--- src/rtl/sync_word_frame_deframer_unit_defines.svh ---
// assertion macros for the sync word frame deframer
`ifndef SYNC_WORD_FRAME_DEFRAMER_UNIT_DEFINES_SVH
`define SYNC_WORD_FRAME_DEFRAMER_UNIT_DEFINES_SVH

`ifndef SYNTH
`define SWFD_ASSERT_SAME(label, cond, prop) \
   label: assert property (@(posedge clock) disable iff (reset) (cond) |-> (prop)) \
      else $error("swfd check failed: label");
`define SWFD_ASSERT_NEXT(label, cond, prop) \
   label: assert property (@(posedge clock) disable iff (reset) (cond) |=> (prop)) \
      else $error("swfd check failed: label");
`else
`define SWFD_ASSERT_SAME(label, cond, prop)
`define SWFD_ASSERT_NEXT(label, cond, prop)
`endif

`endif

--- src/rtl/swfd_pkg.sv ---
// types and constants shared by the deframer files
`timescale 1ns / 1ps
`default_nettype none

package swfd_pkg;

   localparam int BYTE_W     = 8;
   localparam int SAMPLE_W   = 32;
   localparam int INDEX_W    = 32;
   localparam int DECIM_W    = 10;
   localparam int CSR_DATA_W = 10;
   localparam int CSR_IDX_W  = 2;
   localparam int COUNT_W    = 3;

   localparam logic [31:0]        SYNC_WORD     = 32'hEFBE_ADDE;
   localparam logic [COUNT_W-1:0] LAST_PAYLOAD  = 3'd7;
   localparam logic [DECIM_W-1:0] DECIM_DEFAULT = 10'd10;

   typedef enum logic [CSR_IDX_W-1:0] {
      CSR_ENABLE        = 2'd0,
      CSR_INVERT_FIRST  = 2'd1,
      CSR_INVERT_SECOND = 2'd2,
      CSR_DECIMATION    = 2'd3
   } csr_index_type;

endpackage

`default_nettype wire

--- src/rtl/swfd_req_if.sv ---
// byte input channel
`timescale 1ns / 1ps
`default_nettype none

interface swfd_req_if;
   logic                           valid;
   logic                           ready;
   logic [swfd_pkg::BYTE_W-1:0]    data_byte;

   modport source (output valid, output data_byte, input ready);
   modport sink   (input valid, input data_byte, output ready);
endinterface

`default_nettype wire

--- src/rtl/swfd_rsp_if.sv ---
// frame result channel
`timescale 1ns / 1ps
`default_nettype none

interface swfd_rsp_if;
   logic                                  valid;
   logic                                  ready;
   logic signed [swfd_pkg::SAMPLE_W-1:0]  first_sample;
   logic signed [swfd_pkg::SAMPLE_W-1:0]  second_sample;
   logic        [swfd_pkg::INDEX_W-1:0]   frame_index;
   logic                                  display_point;

   modport source (output valid, output first_sample, output second_sample,
                   output frame_index, output display_point, input ready);
   modport sink   (input valid, input first_sample, input second_sample,
                   input frame_index, input display_point, output ready);
endinterface

`default_nettype wire

--- src/rtl/sync_word_frame_deframer_unit.sv ---
// a byte is registered, then processed; a frame result is registered when its last byte is processed
// throughput: one byte per cycle, held back only while a finished result waits in the output register
// the input register and the result register decouple the two channels
// reset (synchronous, active high): disabled, hunting sync, counters zero, decimation 10
`timescale 1ns / 1ps
`default_nettype none
`include "sync_word_frame_deframer_unit_defines.svh"

module sync_word_frame_deframer_unit (
   input  wire logic                                  clock,
   input  wire logic                                  reset,
   swfd_req_if.sink                                   req_ch,
   swfd_rsp_if.source                                 rsp_ch,
   input  wire logic                                  csr_wr_en,
   input  wire logic [swfd_pkg::CSR_IDX_W-1:0]        csr_index,
   input  wire logic [swfd_pkg::CSR_DATA_W-1:0]       csr_wr_data
);

   logic                               enable_ff;
   logic                               invert_first_ff;
   logic                               invert_second_ff;
   logic [swfd_pkg::DECIM_W-1:0]       decimation_ff;

   logic                               byte_valid_ff;
   logic [swfd_pkg::BYTE_W-1:0]        byte_ff;

   logic [31:0]                        sync_window_ff, sync_window_in;
   logic                               in_frame_ff, in_frame_in;
   logic [swfd_pkg::COUNT_W-1:0]       payload_count_ff, payload_count_in;
   logic [63:0]                        payload_shift_ff, payload_shift_in;
   logic [swfd_pkg::INDEX_W-1:0]       frame_count_ff;
   logic [swfd_pkg::DECIM_W-1:0]       decimation_count_ff, decimation_count_in;

   logic                               rsp_valid_ff;
   logic signed [swfd_pkg::SAMPLE_W-1:0] first_sample_ff, second_sample_ff;
   logic [swfd_pkg::INDEX_W-1:0]       frame_index_ff;
   logic                               display_point_ff;

   logic                               active;
   logic                               frame_done;
   logic                               out_free;
   logic                               advance;
   logic                               rsp_load;
   logic [31:0]                        window_shifted;
   logic [swfd_pkg::DECIM_W:0]         decimation_sum;
   logic                               flag;
   logic [swfd_pkg::SAMPLE_W-1:0]      raw_first, raw_second;

   // configuration registers
   always_ff @(posedge clock) begin
      if (reset) begin
         enable_ff        <= 1'b0;
         invert_first_ff  <= 1'b0;
         invert_second_ff <= 1'b0;
         decimation_ff    <= swfd_pkg::DECIM_DEFAULT;
      end else if (csr_wr_en) begin
         unique case (swfd_pkg::csr_index_type'(csr_index))
            swfd_pkg::CSR_ENABLE:        enable_ff        <= csr_wr_data[0];
            swfd_pkg::CSR_INVERT_FIRST:  invert_first_ff  <= csr_wr_data[0];
            swfd_pkg::CSR_INVERT_SECOND: invert_second_ff <= csr_wr_data[0];
            swfd_pkg::CSR_DECIMATION:    decimation_ff    <= csr_wr_data;
            default: ;
         endcase
      end
   end

   assign active     = byte_valid_ff && enable_ff;
   assign frame_done = active && in_frame_ff && (payload_count_ff == swfd_pkg::LAST_PAYLOAD);
   assign out_free   = !rsp_valid_ff || rsp_ch.ready;
   assign advance    = !frame_done || out_free;
   assign rsp_load   = frame_done && out_free;
   assign req_ch.ready = !byte_valid_ff || advance;

   // frame processing
   always_comb begin
      window_shifted      = {sync_window_ff[23:0], byte_ff};
      sync_window_in      = sync_window_ff;
      in_frame_in         = in_frame_ff;
      payload_count_in    = payload_count_ff;
      payload_shift_in    = payload_shift_ff;
      decimation_count_in = decimation_count_ff;
      decimation_sum      = {1'b0, decimation_count_ff} + 11'd1;
      flag                = decimation_sum >= {1'b0, decimation_ff};
      raw_first           = payload_shift_ff[39:8];
      raw_second          = {byte_ff, payload_shift_ff[63:40]};
      if (active && advance) begin
         if (!in_frame_ff) begin
            if (window_shifted == swfd_pkg::SYNC_WORD) begin
               sync_window_in   = '0;
               in_frame_in      = 1'b1;
               payload_count_in = '0;
            end else begin
               sync_window_in = window_shifted;
            end
         end else begin
            payload_shift_in = {byte_ff, payload_shift_ff[63:8]};
            payload_count_in = payload_count_ff + 3'd1;
            if (frame_done) begin
               in_frame_in         = 1'b0;
               decimation_count_in = flag ? '0 : decimation_sum[swfd_pkg::DECIM_W-1:0];
            end
         end
      end
   end

   always_ff @(posedge clock) begin
      if (reset) begin
         byte_valid_ff       <= 1'b0;
         sync_window_ff      <= '0;
         in_frame_ff         <= 1'b0;
         payload_count_ff    <= '0;
         frame_count_ff      <= '0;
         decimation_count_ff <= '0;
         rsp_valid_ff        <= 1'b0;
      end else begin
         if (req_ch.ready) begin
            byte_valid_ff <= req_ch.valid;
         end
         sync_window_ff      <= sync_window_in;
         in_frame_ff         <= in_frame_in;
         payload_count_ff    <= payload_count_in;
         decimation_count_ff <= decimation_count_in;
         if (rsp_load) begin
            frame_count_ff <= frame_count_ff + 32'd1;
            rsp_valid_ff   <= 1'b1;
         end else if (rsp_ch.ready) begin
            rsp_valid_ff <= 1'b0;
         end
      end
   end

   // payload registers
   always_ff @(posedge clock) begin
      if (req_ch.ready && req_ch.valid) begin
         byte_ff <= req_ch.data_byte;
      end
      payload_shift_ff <= payload_shift_in;
      if (rsp_load) begin
         first_sample_ff  <= invert_first_ff ? -raw_first : raw_first;
         second_sample_ff <= invert_second_ff ? -raw_second : raw_second;
         frame_index_ff   <= frame_count_ff;
         display_point_ff <= flag;
      end
   end

   assign rsp_ch.valid         = rsp_valid_ff;
   assign rsp_ch.first_sample  = first_sample_ff;
   assign rsp_ch.second_sample = second_sample_ff;
   assign rsp_ch.frame_index   = frame_index_ff;
   assign rsp_ch.display_point = display_point_ff;

   `SWFD_ASSERT_SAME(a_count_only_in_frame, payload_count_ff != 3'd0, in_frame_ff)
   `SWFD_ASSERT_SAME(a_window_clear_in_frame, in_frame_ff, sync_window_ff == 32'd0)
   `SWFD_ASSERT_NEXT(a_hunt_after_frame, rsp_load, !in_frame_ff && rsp_valid_ff)
   `SWFD_ASSERT_NEXT(a_index_steps, rsp_load, frame_count_ff == $past(frame_count_ff) + 32'd1)
   `SWFD_ASSERT_SAME(a_no_overwrite, rsp_valid_ff && !rsp_ch.ready, !rsp_load)

endmodule

`default_nettype wire
--- src/flat_wrapper.sv ---
// flat-port wrapper written by rule: the top's interface ports become plain ports
module sync_word_frame_deframer_unit_flat 
  (clock, reset, csr_wr_en, csr_index, csr_wr_data, req_ch_valid, req_ch_data_byte, req_ch_ready, rsp_ch_valid, rsp_ch_first_sample, rsp_ch_second_sample, rsp_ch_frame_index, rsp_ch_display_point, rsp_ch_ready);
  swfd_req_if req_ch_i ();
  swfd_rsp_if rsp_ch_i ();
  input  wire logic clock;
  input  wire logic reset;
  input  wire logic csr_wr_en;
  input  wire logic [swfd_pkg::CSR_IDX_W-1:0] csr_index;
  input  wire logic [swfd_pkg::CSR_DATA_W-1:0] csr_wr_data;
  input wire logic [$bits(req_ch_i.valid)-1:0] req_ch_valid;
  input wire logic [$bits(req_ch_i.data_byte)-1:0] req_ch_data_byte;
  output wire logic [$bits(req_ch_i.ready)-1:0] req_ch_ready;
  output wire logic [$bits(rsp_ch_i.valid)-1:0] rsp_ch_valid;
  output wire logic [$bits(rsp_ch_i.first_sample)-1:0] rsp_ch_first_sample;
  output wire logic [$bits(rsp_ch_i.second_sample)-1:0] rsp_ch_second_sample;
  output wire logic [$bits(rsp_ch_i.frame_index)-1:0] rsp_ch_frame_index;
  output wire logic [$bits(rsp_ch_i.display_point)-1:0] rsp_ch_display_point;
  input wire logic [$bits(rsp_ch_i.ready)-1:0] rsp_ch_ready;
  assign req_ch_i.valid = req_ch_valid;
  assign req_ch_i.data_byte = req_ch_data_byte;
  assign req_ch_ready = req_ch_i.ready;
  assign rsp_ch_valid = rsp_ch_i.valid;
  assign rsp_ch_first_sample = rsp_ch_i.first_sample;
  assign rsp_ch_second_sample = rsp_ch_i.second_sample;
  assign rsp_ch_frame_index = rsp_ch_i.frame_index;
  assign rsp_ch_display_point = rsp_ch_i.display_point;
  assign rsp_ch_i.ready = rsp_ch_ready;
  sync_word_frame_deframer_unit u_core (.clock(clock), .reset(reset), .req_ch(req_ch_i), .rsp_ch(rsp_ch_i), .csr_wr_en(csr_wr_en), .csr_index(csr_index), .csr_wr_data(csr_wr_data));
endmodule
--- config.mk ---
export PLATFORM = sky130hd
export DESIGN_NAME = sync_word_frame_deframer_unit_flat
export DESIGN_NICKNAME = d
export VERILOG_FILES = /design/src/rtl/swfd_pkg.sv /design/src/rtl/swfd_req_if.sv /design/src/rtl/swfd_rsp_if.sv /design/src/rtl/sync_word_frame_deframer_unit.sv /design/src/flat_wrapper.sv
export VERILOG_INCLUDE_DIRS = /design/src /design/src/rtl
export SDC_FILE = /design/constraint.sdc
export NUM_CORES = 1
export LEC_CHECK = 0
export ABC_AREA = 1
export BUFFER_PORTS_ARGS = -buffer_cell sky130_fd_sc_hd__buf_2
export CORE_ASPECT_RATIO = 0.6
export CORE_MARGIN = 8
export CORE_UTILIZATION = 50
export CTS_BUF_LIST = sky130_fd_sc_hd__clkbuf_16
export CTS_CLUSTER_SIZE = 10
export DETAILED_ROUTE_END_ITERATION = 12
export GPL_ROUTABILITY_DRIVEN = 0
export HOLD_SLACK_MARGIN = 0.08
export PLACE_DENSITY_LB_ADDON = 0.08
export REMOVE_ABC_BUFFERS = 1
export SETUP_SLACK_MARGIN = 0.05
export SYNTH_ARGS = -nofsm -noshare
export SYNTH_HDL_FRONTEND = slang
export SYNTH_SLANG_ARGS = --single-unit
--- constraint.sdc ---
create_clock -name clock -period 5.85 [get_ports clock]
set_input_delay 0.8775 -clock clock [delete_from_list [all_inputs] [get_ports clock]]
set_output_delay 0.8775 -clock clock [all_outputs]
set_load 0.01 [all_outputs]
# Word level (Yosys, flattened, before mapping)

Index checks and enable logic that the tools add are counted.

Word-level logic and storage cells: 63
Bits of input ports: 25
Output and inout port bits: 99
Register bits after elaboration: 254

Multiplexer cells: 11
Add/subtract/negate cells: 5
Reductions and logical operators: 23
Equality and inequality tests: 5
Order comparisons: 1
Bitwise logic cells: 1

Operators with widths:

| kind                                                | number |
|---|---|
| two-way mux 32 bit                                  | 2 |
| negator 32 bit                                      | 2 |
| adder 32 x 1 -> 32 bit, second input constant       | 1 |
| equality test 32 bit, second input constant         | 1 |
| two-way mux 24 bit                                  | 1 |
| AND reduction 2 bit                                 | 7 |
| adder 10 x 1 -> 11 bit, second input constant       | 1 |
| >= comparator 11 x 10 -> 1 bit                      | 1 |
| two-way mux 10 bit                                  | 1 |
| logical AND 1 bit                                   | 6 |
| two-way mux 3 bit                                   | 2 |
| two-way mux 1 bit                                   | 5 |
| equality test 2 bit, second input constant          | 2 |
| nonzero test 2 bit                                  | 2 |
| adder 3 x 1 -> 3 bit, second input constant         | 1 |
| equality test 3 bit, second input constant          | 1 |
| zero test 1 bit                                     | 3 |
| logical OR 1 bit                                    | 3 |
| AND reduction 3 bit                                 | 1 |
| equality test 2 x 1 -> 1 bit, second input constant | 1 |
| zero test 2 bit                                     | 1 |
| inverter 1 bit                                      | 1 |

# Logic depth before layout (Yosys ltp)

Depth in word-level cells: 7
Depth in mapped cells: 17
Mapped depth without buffers: 16

# Worst setup path after synthesis

No wires, ideal clock.

Kind: input to register
Start: input port rsp_ch_ready
End: register u_core.display_point_ff (netlist: u_core.rsp_ch.display_point), enable pin
Data required time: 5.351 ns
Data arrival time: 4.057 ns
Stages: 5
Slack: 1.294 ns
Buffers on the path: 1
Library setup time: 0.499 ns
Cells stage by stage: nor2_1 -> inv_1 -> nand2_4 -> inv_2 -> clkbuf_1

Word-level cells in the longest chain between the ends: 2

RTL lines:

| what                   | line                                 | source |
|---|---|---|
| start: declaration     | flat_wrapper.sv:19                   | `input wire logic [$bits(rsp_ch_i.ready)-1:0] rsp_ch_ready;` |
| logical OR 1 bit       | sync_word_frame_deframer_unit.sv:69  | `assign out_free = !rsp_valid_ff \|\| rsp_ch.ready;` |
| logical AND 1 bit      | sync_word_frame_deframer_unit.sv:71  | `assign rsp_load = frame_done && out_free;` |
| net u_core.rsp_load    | sync_word_frame_deframer_unit.sv:43  | `logic rsp_load;` |
| end signal: assignment | sync_word_frame_deframer_unit.sv:142 | `display_point_ff <= flag;` |
| end: declaration       | sync_word_frame_deframer_unit.sv:37  | `logic display_point_ff;` |

The timed path passes the listed nets, and every way through them passes these cells.
A chain may end at the register's enable or synchronous reset.

# Worst setup path in the final report

Start: register u_core.payload_count_ff[0] (netlist name)
End: register u_core.frame_count_ff[11] (netlist name)

Word-level cells in the longest chain between the ends: 3

RTL lines:

| what                     | line                                 | source |
|---|---|---|
| start: declaration       | sync_word_frame_deframer_unit.sv:29  | `logic [swfd_pkg::COUNT_W-1:0] payload_count_ff, payload_count_in;` |
| start signal: assignment | sync_word_frame_deframer_unit.sv:121 | `payload_count_ff <= payload_count_in;` |
| equality test 3 bit      | sync_word_frame_deframer_unit.sv:68  | `assign frame_done = active && in_frame_ff && (payload_count_ff == swfd_pkg::LAST_PAYLOAD);` |
| logical AND 1 bit        | sync_word_frame_deframer_unit.sv:68  |  |
| logical AND 1 bit        | sync_word_frame_deframer_unit.sv:71  |  |
| end signal: assignment   | sync_word_frame_deframer_unit.sv:124 | `frame_count_ff <= frame_count_ff + 32'd1;` |
| end: declaration         | sync_word_frame_deframer_unit.sv:31  | `logic [swfd_pkg::INDEX_W-1:0] frame_count_ff;` |

No other way between the ends.

==> impl_results.md <==
* Asr flop ratio synth at 0%
* DP HPWL at 18200 um
* PD cells at 274 nW/um2
* Max FO, Critical Path at between 60 and 70
* Maximum clock insertion buffer count at 3
* Via count of the first global-routing pass at 7897
* Initial DRC count at 737
* Number of CTS-inserted buffers at 28
* Setup CP Type: flip-flop to flip-flop
* Worst VDD drop at 0.192 mV
* Drt drc at 0
* Core Region at 21900 um2
* Tmin final at 2.89 ns
* Commonest cells after routing, fill and taps aside: 237 x nand2_1, 161 x edfxtp_1, 153 x inv_1, 130 x nor2_1, 123 x buf_2
* Status: complete, no violations
* Layout cells sized above 1 at 14.7%
* Mapped Cells at approximately 1200
* GRT met3 Usage at 4.58%
* Slew headroom at 25.6%
* Number of flops mapped to enable cells by yosys at around 160
* Layout overhead on the synthesized area at 15.1%
* Mapped Area at 11100 um2
* Antenna viol nets, final at 0
* Worst slew pin tran at 1.11 ns
* R2R Path End: u_core.frame_count_ff[11]$_SDFFE_PP0P_
* Die area at 27300 um2
* Clk sink count at 246
* Max Slew Vio Count at 0
* Fmax at 0.346 GHz
* Mapped Avg Cell Area at between 9 and 10 um2
* GR Util met1 at roughly 29%
* Drt total wl at 25800 um
* Crit path to: u_core.frame_count_ff[11]$_SDFFE_PP0P_
* Number of diodes at 0
* RR Startpoint: u_core.payload_count_ff[0]$_SDFFE_PP0P_
* First-pass GRT wire length at roughly 42000 um
* Hold Path Class: flip-flop to flip-flop
* Initial antenna violation count at 1
* Initial Util at 50.6%
* Crit end category: flip-flop
* Critical path's slowest cell: buf_4
* Commonest non-fill, non-tap cell in the layout: nand2_1
* Met2 Track Usage GR at 26.3%
* Required time worst endpoint at 6.25 ns
* Worst skew pair latency at 0.54 ns
* Post-CTS setup buffers at 0
* Synth Flop Type: edfxtp_1
* CTS tree: built
* Rows at 42
* Fillers at just under 2000
* Hold Path Depth at 0
* CP cell instances: ha_1, ha_1, nand2_1, nor2_4, nand2_4, inv_4, buf_4, nand4_1, xor2_1, nor2_1
* Period utilisation layout at 49.4%
* Largest net degree at the start of global routing at 67
* Reg area at ~6500 um2
* MaxCap Viol Count at 0
* Setup crit start: u_core.payload_count_ff[0]$_SDFFE_PP0P_
* Worst Path Arrival at 3.29 ns
* Setup Viol. Count Final at 0
* RSZ-0062 raised after global routing: no
* Hold_sp: u_core.frame_count_ff[30]$_SDFFE_PP0P_
* R2R depth at 10
* Power consumption at 3.50 mW
* Via count at 8240
* Fin nets at 1332
* Critical Path Start Type: flip-flop
* # resized after CTS at 0
* Port Buffers at around 120
* Clock-pin transition on the worst setup and hold timing paths at 0.06 ns
* FF+latch count, synth at approximately 250
* Worst clock skew at around 0.0091 ns
* Most used cell, CP: ha_1
* H-Tree Depth at 1
* Synth unique cells at 44
* Number of vias per cell at 5.16
* Setup TNS at 0 ns
* GR peak layer: met1
* R2R setup slack at 2.96 ns
* Hold_buf cts at 0
* Total iterations of the first detailed-routing run at 5
* Leak at between 4 and 5 nW
* Hold Vio Cnt, Final at 0
* I/O pin count at approximately 120
* WHS at 0.441 ns
* CTS root buffer: clkbuf_16
* Die Y at approximately 130 um
* CP max stage delay at 0.76 ns
* Die X at about 210 um
* DR WL/cell at 16.2 um
* Multi-input gate area at 3880 um2
* GRT Util Overall at a little under a fifth
* Global route overflow at 0
* Post-synthesis sequential area ratio at just under 60%
* Syn. warnings at 0
## metrics by stage
| stage | worst slack, ns | utilization [%] | cell area [um2] | cells |
|---|---|---|---|---|
| floorplan | 2.60 | - | 10900 | 1135 |
| global placement | 2.66 | 54.6 | 11900 | 1547 |
| detailed placement | 2.63 | 54.6 | 11900 | 1547 |
| CTS | 2.91 | 58.3 | 12700 | 1598 |
| global route | 2.61 | 58.3 | 12700 | 1598 |
| finish | 2.96 | 58.3 | 12700 | 1598 |
## state kept, by name (all words and copies together) (netlist names), 10 cells and up
register	cells
u_core.payload_shift_ff	56
u_core.frame_count_ff	32
u_core.rsp_ch.first_sample	32
u_core.rsp_ch.frame_index	32
u_core.rsp_ch.second_sample	32
u_core.sync_window_ff	24
u_core.decimation_count_ff	10
u_core.decimation_ff	10
## worst min-delay path by stage
stage / slack [ns] / endpoint
floorplan: 0.41 / u_core.rsp_ch.frame_index[29]$_DFFE_PP_
global placement: 0.43 / u_core.payload_shift_ff[23]$_DFFE_PP_
detailed placement: 0.42 / u_core.rsp_ch.frame_index[30]$_DFFE_PP_
CTS: 0.44 / u_core.rsp_ch.frame_index[30]$_DFFE_PP_
global route: 0.46 / u_core.rsp_ch.frame_index[30]$_DFFE_PP_
finish: 0.44 / u_core.rsp_ch.frame_index[30]$_DFFE_PP_
## metal layers
metal,share of wire [%],up-vias
li1,-,4139
met2,40,228
met5,0.039,-
met3,6.9,19
met1,52,3852
met4,0.95,2
## area by class of cell
type,count,area share (%)
clock buffer,29,5.69
clock inverter,22,0.648
inverter,137,4.07
multi-input combinational,752,30.5
sequential,246,51.3
tap,286,2.81
timing repair buffer,126,5.01
## worst max-delay path: cells and delay by family (launching register included)
| kind | cells | cell delay (ns) |
|---|---|---|
| buf+inv | 2 | 1.26 |
| simple gates | 5 | 0.59 |
| flops | 1 | 0.34 |
| xor+xnor | 1 | 0.19 |
| fa+ha+maj | 2 | 0.30 |
## cells in the mapped netlist (all sizes together), types with 2 or more instances
cell     count  area share [%]
a21oi       67             3.0
a31oi        5            0.28
buf         12            0.68
clkbuf      15            0.51
dfxtp       85              15
edfxtp     161              44
ha          16             1.8
inv        136             4.6
nand2      245             8.6
nand3       80             3.9
nand4       18             1.0
nor2       144             5.5
nor3        34             1.8
nor3b        5            0.34
nor4         5            0.28
o2111ai      2            0.16
o211ai       2            0.14
o21ai       57             2.6
o21bai       3            0.20
xnor2        9            0.71
xor2        53             4.2
## cells by family (layout without fill, tap and decap cells)
family	after synthesis	after routing	synth area share (%)
AND/OR/NAND/NOR	534	534	21.6
flip-flops	246	246	59.1
buffers and inverters	164	314	5.86
AO/OA/AOI/OAI	140	140	6.73
XOR/XNOR	62	62	4.91
adder cells (fa/ha/maj)	16	16	1.81
## report_power, final
| part | switching, mW | internal (mW) | leakage, nW | total, mW |
|---|---|---|---|---|
| Clock | 0.663 | 0.881 | 0.471 | 1.54 |
| Sequential | 0.0139 | 1.85 | 2.19 | 1.86 |
| Combinational | 0.0571 | 0.0324 | 2.30 | 0.0896 |
(Power assumes the default switching activity.)
